--- config.mk ---
export PLATFORM = sky130hd
export DESIGN_NAME = ipip_tunnel_encap_decap_unit
export DESIGN_NICKNAME = d
export VERILOG_FILES = /design/src/rtl/ipip_pkg.sv /design/src/rtl/ipip_hdr_mem.sv /design/src/rtl/ipip_tunnel_encap_decap_unit.sv
export SDC_FILE = /design/constraint.sdc
export NUM_CORES = 1
export LEC_CHECK = 0
export BUFFER_PORTS_ARGS = -buffer_cell sky130_fd_sc_hd__buf_2
export CAP_MARGIN = 0
export CORE_MARGIN = 5
export CORE_UTILIZATION = 40
export CTS_BUF_LIST = sky130_fd_sc_hd__clkbuf_4
export CTS_CLUSTER_SIZE = 24
export DETAILED_ROUTE_END_ITERATION = 12
export GPL_ROUTABILITY_DRIVEN = 0
export PLACE_DENSITY = 0.64
export SLEW_MARGIN = 20
export SYNTH_ARGS = -nofsm -noshare
export SYNTH_HDL_FRONTEND = slang
export SYNTH_SLANG_ARGS = --single-unit
--- constraint.sdc ---
create_clock -name aclk -period 5.1 [get_ports aclk]
set_clock_uncertainty 0.1 [all_clocks]
set_input_delay 1.02 -clock aclk [delete_from_list [all_inputs] [get_ports aclk]]
set_output_delay 1.02 -clock aclk [all_outputs]
set_load 0.03 [all_outputs]
--- src/rtl/ipip_pkg.sv ---
// Shared types and constants for the IP-in-IP tunnel encap/decap unit.
`timescale 1ns / 1ps
package ipip_pkg;
    localparam int HOLD_LEN = 54;
    localparam int MAC_LEN  = 14;
    localparam int IP_LEN   = 20;
    localparam logic [15:0] PORT_RESET = 16'd8000;
    localparam logic [0:0] MODE_ENCAP = 1'b0;
    localparam logic [0:0] MODE_DECAP = 1'b1;
    localparam logic [0:0] REG_MODE = 1'b0;
    localparam logic [0:0] REG_PORT = 1'b1;

    // header store access from the flush sequencer
    typedef struct packed {
        logic       rd_en;
        logic [5:0] rd_addr;
    } hs_rd_t;
endpackage

--- src/rtl/ipip_hdr_mem.sv ---
// Header store: 54 x 8 synchronous memory, one write and one registered read port.
`timescale 1ns / 1ps
module ipip_hdr_mem import ipip_pkg::*; (
    input  logic       aclk,
    input  logic       wr_en,
    input  logic [5:0] wr_addr,
    input  logic [7:0] wr_data,
    input  hs_rd_t     rd,
    output logic [7:0] rd_data
);
    logic [7:0] mem [HOLD_LEN];

    always_ff @(posedge aclk) begin
        if (wr_en) begin
            mem[wr_addr] <= wr_data;
        end
        if (rd.rd_en) begin
            rd_data <= mem[rd.rd_addr];
        end
    end
endmodule

--- src/rtl/ipip_tunnel_encap_decap_unit.sv ---
// Top level of the IP-in-IP tunnel encap/decap unit: capture, decide, flush, pass.
//
//  channel | dir | ports                              | notes
//  s_      | in  | s_valid s_ready s_in_byte s_in_last| one frame byte per request
//  m_      | out | m_valid m_ready m_out_data ...     | one or two bytes per request
//  apb     | in  | psel penable pwrite paddr pwdata   | mode @0, match_port @4
//
// Buffering bytes are taken one per cycle into the header store. When 54 bytes
// are held or the frame ends, the unit reads the store back one byte a cycle,
// latching fields of interest as they pass, then walks the output sequence,
// taking each byte from the store or the built header and packing bytes into
// output pairs. Passthrough bytes are forwarded one per cycle while m_ready keeps
// up. Reset is synchronous, active low; the store is not cleared. m_ready low
// holds the current output and stalls the sequencer.
`timescale 1ns / 1ps
module ipip_tunnel_encap_decap_unit import ipip_pkg::*; (
    input  logic        aclk,
    input  logic        aresetn,
    input  logic        s_valid,
    output logic        s_ready,
    input  logic [7:0]  s_in_byte,
    input  logic        s_in_last,
    output logic        m_valid,
    input  logic        m_ready,
    output logic [15:0] m_out_data,
    output logic [1:0]  m_out_count,
    output logic        m_out_last,
    input  logic        psel,
    input  logic        penable,
    input  logic        pwrite,
    input  logic [2:0]  paddr,
    input  logic [31:0] pwdata,
    output logic [31:0] prdata,
    output logic        pready
);
    typedef enum logic [2:0] {ST_BUF, ST_SCAN, ST_EMIT, ST_PASS} state_t;

    state_t      state_reg;
    logic        mode_reg;
    logic [15:0] port_reg;
    logic [5:0]  pos_reg;        // bytes held
    logic        last_reg;       // frame ended inside the held part
    logic [5:0]  scan_reg;       // read address during scan
    logic        scan_vld_reg;   // rd_data valid
    logic [5:0]  scan_idx_reg;   // address of rd_data
    logic [7:0]  mac12_reg, mac13_reg, ihl_reg, proto_reg, p36_reg, p37_reg;
    logic [7:0]  ip_reg [IP_LEN];
    logic [19:0] acc_reg;        // header word sum gathered during scan
    logic [19:0] sum_reg;
    logic [6:0]  oidx_reg;       // output sequence index
    logic [6:0]  olen_reg;
    logic [1:0]  kind_reg;       // 0 pass, 1 encap, 2 decap
    logic        hi_vld_reg;
    logic [7:0]  hi_reg;
    logic        m_valid_reg;
    logic [15:0] m_data_reg;
    logic [1:0]  m_count_reg;
    logic        m_last_reg;

    hs_rd_t      rd;
    logic [7:0]  rd_data;
    logic        s_fire, m_free, wr_en;

    assign pready = 1'b1;
    assign prdata = (paddr[2] == REG_PORT) ? {16'd0, port_reg} : {31'd0, mode_reg};
    assign m_valid = m_valid_reg;
    assign m_out_data = m_data_reg;
    assign m_out_count = m_count_reg;
    assign m_out_last = m_last_reg;
    assign m_free = !m_valid_reg || m_ready;
    assign s_ready = (state_reg == ST_BUF) || (state_reg == ST_PASS && m_free);
    assign s_fire = s_valid && s_ready;
    assign wr_en = s_fire && (state_reg == ST_BUF);

    // source byte index into the store for output position oidx
    logic [6:0] src;
    logic       src_hdr;     // byte comes from built header
    logic [4:0] hidx;
    always_comb begin
        src = oidx_reg;
        src_hdr = 1'b0;
        hidx = 5'd0;
        if (kind_reg == 2'd1 && oidx_reg >= 7'(MAC_LEN)) begin
            if (oidx_reg < 7'(MAC_LEN + IP_LEN)) begin
                src_hdr = 1'b1;
                hidx = 5'(oidx_reg - 7'(MAC_LEN));
            end else begin
                src = oidx_reg - 7'(IP_LEN);
            end
        end else if (kind_reg == 2'd2 && oidx_reg >= 7'(MAC_LEN)) begin
            src = oidx_reg + 7'(IP_LEN);
        end
    end

    // built header byte
    logic [15:0] tl, fold;
    logic [7:0]  hbyte;
    always_comb begin
        tl = {ip_reg[2], ip_reg[3]} + 16'd20;
        fold = ~(sum_reg[15:0] + {12'd0, sum_reg[19:16]});
        case (hidx)
            5'd2:    hbyte = tl[15:8];
            5'd3:    hbyte = tl[7:0];
            5'd9:    hbyte = 8'd4;
            5'd10:   hbyte = fold[15:8];
            5'd11:   hbyte = fold[7:0];
            default: hbyte = ip_reg[hidx];
        endcase
    end

    // checksum term of a scanned header byte; total length and check field
    // are left out here, the new length is added at the decision
    logic [4:0]  sh;
    logic [15:0] sterm;
    always_comb begin
        sh = 5'(scan_idx_reg - 6'(MAC_LEN));
        case (sh)
            5'd2, 5'd3, 5'd10, 5'd11: sterm = 16'd0;
            5'd9:    sterm = 16'd4;
            default: sterm = sh[0] ? {8'd0, rd_data} : {rd_data, 8'd0};
        endcase
    end

    always_comb begin
        rd.rd_en = 1'b0;
        rd.rd_addr = 6'd0;
        if (state_reg == ST_SCAN && scan_reg < pos_reg) begin
            rd.rd_en = 1'b1;
            rd.rd_addr = scan_reg;
        end else if (state_reg == ST_EMIT && !src_hdr) begin
            rd.rd_en = 1'b1;
            rd.rd_addr = src[5:0];
        end
    end

    ipip_hdr_mem u_mem (
        .aclk(aclk), .wr_en(wr_en), .wr_addr(pos_reg), .wr_data(s_in_byte),
        .rd(rd), .rd_data(rd_data)
    );

    // emit sub-step: step 0 issues read, step 1 consumes
    logic        estep_reg;
    logic        ehdr_reg;
    logic [7:0]  ehb_reg;
    logic [7:0]  cur;
    logic        is_ip, enc_m, dec_m;
    logic        e_take_hi, m_load;
    assign cur = ehdr_reg ? ehb_reg : rd_data;
    assign e_take_hi = !hi_vld_reg && (oidx_reg + 7'd1 < olen_reg);
    assign m_load = (state_reg == ST_EMIT && estep_reg && !e_take_hi && m_free) ||
                    (state_reg == ST_PASS && s_fire);
    always_comb begin
        is_ip = pos_reg >= 6'(MAC_LEN + IP_LEN) && mac12_reg == 8'h08 &&
                mac13_reg == 8'h00 && ihl_reg[3:0] == 4'd5;
        enc_m = mode_reg == MODE_ENCAP && is_ip && pos_reg == 6'(HOLD_LEN) &&
                proto_reg == 8'd6 && {p36_reg, p37_reg} == port_reg;
        dec_m = mode_reg == MODE_DECAP && is_ip && proto_reg == 8'd4;
    end

    always_ff @(posedge aclk) begin
        if (!aresetn) begin
            state_reg <= ST_BUF;
            mode_reg <= MODE_ENCAP;
            port_reg <= PORT_RESET;
            pos_reg <= 6'd0;
            m_valid_reg <= 1'b0;
            sum_reg <= 20'd0;
            scan_vld_reg <= 1'b0;
            estep_reg <= 1'b0;
            hi_vld_reg <= 1'b0;
        end else begin
            if (psel && penable && pwrite) begin
                if (paddr[2] == REG_MODE) mode_reg <= pwdata[0];
                else port_reg <= pwdata[15:0];
            end
            if (m_load) m_valid_reg <= 1'b1;
            else if (m_ready) m_valid_reg <= 1'b0;
            case (state_reg)
                ST_BUF: begin
                    if (s_fire) begin
                        pos_reg <= pos_reg + 6'd1;
                        last_reg <= s_in_last;
                        if (s_in_last || pos_reg == 6'(HOLD_LEN - 1)) begin
                            state_reg <= ST_SCAN;
                            scan_reg <= 6'd0;
                            scan_vld_reg <= 1'b0;
                            acc_reg <= 20'd0;
                        end
                    end
                end
                ST_SCAN: begin
                    scan_vld_reg <= rd.rd_en;
                    scan_idx_reg <= scan_reg;
                    if (rd.rd_en) scan_reg <= scan_reg + 6'd1;
                    if (scan_vld_reg) begin
                        case (scan_idx_reg)
                            6'd12: mac12_reg <= rd_data;
                            6'd13: mac13_reg <= rd_data;
                            6'd14: ihl_reg <= rd_data;
                            6'd23: proto_reg <= rd_data;
                            6'd36: p36_reg <= rd_data;
                            6'd37: p37_reg <= rd_data;
                            default: ;
                        endcase
                        if (scan_idx_reg >= 6'(MAC_LEN) &&
                            scan_idx_reg < 6'(MAC_LEN + IP_LEN)) begin
                            ip_reg[5'(scan_idx_reg - 6'(MAC_LEN))] <= rd_data;
                            acc_reg <= acc_reg + 20'(sterm);
                        end
                    end else if (!rd.rd_en && scan_reg != 6'd0) begin
                        // all bytes seen: decide
                        oidx_reg <= 7'd0;
                        estep_reg <= 1'b0;
                        hi_vld_reg <= 1'b0;
                        if (enc_m) begin
                            kind_reg <= 2'd1;
                            olen_reg <= 7'(HOLD_LEN + IP_LEN);
                            sum_reg <= acc_reg + 20'(tl);
                        end else if (dec_m) begin
                            kind_reg <= 2'd2;
                            olen_reg <= 7'(pos_reg) - 7'(IP_LEN);
                        end else begin
                            kind_reg <= 2'd0;
                            olen_reg <= 7'(pos_reg);
                        end
                        state_reg <= ST_EMIT;
                    end
                end
                ST_EMIT: begin
                    if (!estep_reg) begin
                        ehdr_reg <= src_hdr;
                        ehb_reg <= hbyte;
                        estep_reg <= 1'b1;
                    end else if (e_take_hi) begin
                        hi_reg <= cur;
                        hi_vld_reg <= 1'b1;
                        oidx_reg <= oidx_reg + 7'd1;
                        estep_reg <= 1'b0;
                    end else if (m_free) begin
                        m_data_reg <= hi_vld_reg ? {hi_reg, cur} : {cur, 8'd0};
                        m_count_reg <= hi_vld_reg ? 2'd2 : 2'd1;
                        m_last_reg <= last_reg && (oidx_reg + 7'd1 == olen_reg);
                        hi_vld_reg <= 1'b0;
                        estep_reg <= 1'b0;
                        oidx_reg <= oidx_reg + 7'd1;
                        if (oidx_reg + 7'd1 == olen_reg) begin
                            if (last_reg) begin
                                state_reg <= ST_BUF;
                                pos_reg <= 6'd0;
                            end else begin
                                state_reg <= ST_PASS;
                            end
                        end
                    end
                end
                ST_PASS: begin
                    if (s_fire) begin
                        m_data_reg <= {s_in_byte, 8'd0};
                        m_count_reg <= 2'd1;
                        m_last_reg <= s_in_last;
                        if (s_in_last) begin
                            state_reg <= ST_BUF;
                            pos_reg <= 6'd0;
                        end
                    end
                end
                default: state_reg <= ST_BUF;
            endcase
        end
    end

`ifndef SYNTH
    a_no_in_flush: assert property (@(posedge aclk) disable iff (!aresetn)
        (state_reg == ST_SCAN || state_reg == ST_EMIT) |-> !s_ready)
        else $error("input taken during flush");
    a_hold: assert property (@(posedge aclk) disable iff (!aresetn)
        (m_valid && !m_ready) |=> $stable(m_out_data) && m_valid)
        else $error("output changed under stall");
    a_pos: assert property (@(posedge aclk) disable iff (!aresetn)
        pos_reg <= 6'(HOLD_LEN))
        else $error("position overflow");
`endif
endmodule

==> impl_metrics.tcl <==
set metrics [dict create \
    status "finished, final reports clean" \
    synthArstFlopShare_pct 0 \
    io_pins 105 \
    synth_compound_area_share_pct 13.2 \
    cp_num_buf_inv 2 \
    synthDistinctLibCells 91 \
    synth_seq_cells 778 \
    start_kind "register" \
    sw_frac_of_total_pct 26.0 \
    synth_mux_area_share_pct 2.08 \
    dp_hpwl_mm 61.1 \
    fmax_mhz 212 \
    synth_edf_count 729 \
    root_buffer "clkbuf_4" \
    cts-hold-fix-buffers 5 \
    finalMaxSlewViolations 0 \
    powerDensity_nw_per_um2 349 \
    dr_wl_met2_mm 45.8 \
    rows 109 \
    timing.final.ws_setup_ps 390 \
    max-cap-violations 0 \
    drt-total-wl_mm 94.7 \
    pwr-share-comb_pct 10.5 \
    synthCells 2758 \
    ys_warn_count 0 \
    dr_wl_met3_mm 7.67 \
    hp-class "input pin to register" \
    grt_start_max_net_pins 83 \
    slowest_delay_ps 580 \
    core_um2 88100 \
    wl_met1_mm 38.3 \
    yosys_most_used_dff "edfxtp_1" \
    clk_pin_slew_worst_paths_ps 70 \
    ys_seq_area_share_pct 64.6 \
    p_seq_share_pct 51.8 \
    cts_tree "built" \
    syn_area_um2 35400 \
    clockBufferDepth 3 \
    crit_path_top_delay_cell "a2111o_1" \
    vdd_drop_max_mv 0.224 \
    crit_required_ps 5820 \
    grt_setup_unrepaired "false" \
    clock_sinks 778 \
    firstDrtPassIters 6 \
    synthSimpleGateAreaFrac_pct 12.7 \
    drtIter0Drc 2584 \
    drtAntennaViolNets 0 \
    die_h_um 307 \
    crit_path_frequent_cell "buf_12" \
    routed.top_layer "met4" \
    cell_internal_pwr_mw 10.3 \
    drive_gt1_share_pct 16.3 \
    die_w_um 307 \
    setup_viol 0 \
    numCtsBuffers 189 \
    fin_cells 4267 \
    gr-total-overflow 0 \
    critPathCaptureType "register" \
    pwr-share-clk_pct 37.7 \
    routedWlPerCell_um 22.2 \
    synth.avg_cell_area_um2 12.8 \
    syn_to_final_growth_pct 12.3 \
    htree_levels 4 \
    vias 24420 \
    antenna_found_initial 4 \
    finalSetupTns_ps 0 \
    slew-limit-headroom_pct 34.9 \
    fin_hold_ws_ps 149 \
    vias_per_cell 5.72 \
    critPathTopFamily "compound AO/OA/AOI/OAI gates" \
    dieArea_um2 94500 \
    timing.final.crit_share_pct 92.4 \
    grt_pass1_vias 24256 \
    synth_xor_area_share_pct 2.08 \
    fin_nets 3067 \
    power.switching_mw 3.60 \
    crit_chain "ha_1 > a2111o_1 > o211ai_4 > nand3_4 > nand2_4 > buf_12 > buf_12 > a211oi_1 > o21bai_1 > o2111ai_1 > nor3b_1" \
    p_leak_nw 13.9 \
    post-route-min-period_ps 4710 \
    synth_top_family_by_area "compound AO/OA/AOI/OAI gates" \
    tightest_slew_ps 976 \
    remaining_drc_errors 0 \
    grt_usage_pct 19.5 \
    cp.arrival_ps 5430 \
    insertion_delay_ps 1040 \
    criticalPathCategory "register to register" \
    dp_slack_ps 545 \
    grt_pass1_wl_mm 143 \
    cts_setup_buffers 0 \
    hold_viol 0 \
    path_max_fanout 54 \
    place.detailed.instances 3918 \
    cts_resized 0 \
    largest_reg_flops 432 \
    numPortBuffers 69 \
    synth_adder_area_share_pct 2.43 \
    start_util_pct 40.2 \
]
-- path summary, 6_finish.rpt --
path                            slack [ps]                    endpoint                       from  depth (start not counted)
worst max-delay path                   390  u_mem.rd_data[0]$_DFFE_PN_  oidx_reg[2]$_SDFFCE_PN0P_                         11
worst min-delay path                   150   port_reg[10]$_SDFFE_PN1P_                 pwdata[10]                          3
worst max register to register         390  u_mem.rd_data[0]$_DFFE_PN_  oidx_reg[2]$_SDFFCE_PN0P_                         11
worst min register to register         390    port_reg[2]$_SDFFE_PN0P_   port_reg[2]$_SDFFE_PN0P_                          2
-- kinds of logic after synthesis --
| kind of cell | count (synthesis) |
|---|---|
| simple gates | 877 |
| flops | 778 |
| compound gates | 658 |
| buf+inv | 229 |
| xor+xnor | 84 |
| fa+ha+maj | 67 |
| mux | 63 |
| other cells | 2 |
-- routing by layer --
metal	vias to the layer above	track usage, %
met3	171	4.68
li1	11182	-
met1	11952	24.9
met5	-	0
met2	1115	32.3
met4	0	7.84
-- stage by stage --
step                total power [mW]  instance area (um2)  utilization, %
finish                          13.9                39700            45.1
CTS                             14.0                39700            45.1
global placement                8.71                37200            42.2
floorplan                       8.20                35400               -
global route                    14.4                39700            45.1
detailed placement              8.74                37200            42.2
-- worst reg2reg max path: cells and delay by family, from the launching register on --
| family | cells | cell delay [ps] |
|---|---|---|
| compound gates | 5 | 1570 |
| fa+ha+maj | 1 | 380 |
| simple gates | 3 | 1340 |
| flops | 1 | 560 |
| buf+inv | 2 | 580 |
-- layout by cell type (no fill, tap or decap), drive strengths merged, types with 25 or more instances in the layout --
master and n:
edfxtp 729, clkbuf 263, nand2 208, and3 183, nor2 172, buf 160, a21oi 141, a211oi 138
nand3 102, o21ai 83, clkinv 67, ha 64, inv 54, o21bai 50, dfxtp 49, xnor2 48
nor3 47, and2 45, mux2i 41, xor2 36, nand4 25, a21boi 25
-- power by group through the flow --
stage,Sequential (mW),Clock (mW),Combinational [mW]
after global routing,7.19,5.68,1.56
final,7.18,5.22,1.45
after floorplan,7.32,0,0.884
after global placement,7.32,0,1.39
after detailed placement,7.32,0,1.42
after CTS,7.18,5.34,1.43
-- cells in the mapped netlist (34+ instances only) --
cell        n  area, um2
a211oi_1  138       1040
a21oi_1   141        706
and2_1     45        282
and3_1    183       1140
buf_2      34        170
clkbuf_1  111        417
dfxtp_1    49        981
edfxtp_1  729      21900
ha_1       64        801
inv_1      47        176
mux2i_1    41        410
nand2_1   207        777
nand3_1   100        500
nor2_1    169        634
nor3_1     46        230
o21ai_0    81        405
o21bai_1   50        375
xnor2_1    48        420
xor2_1     36        315
-- final cells by class --
| cell class | count | area [um2] |
|---|---|---|
| fill | 7927 | 48400 |
| clock inverter | 78 | 482 |
| clock buffer | 263 | 1970 |
| sequential | 778 | 22900 |
| tap | 1165 | 1460 |
| inverter | 49 | 184 |
| antenna | 3 | 7.51 |
| timing repair buffer | 165 | 1120 |
| multi-input combinational | 1766 | 11600 |
Note: power is estimated with default switching activity, not from simulation.
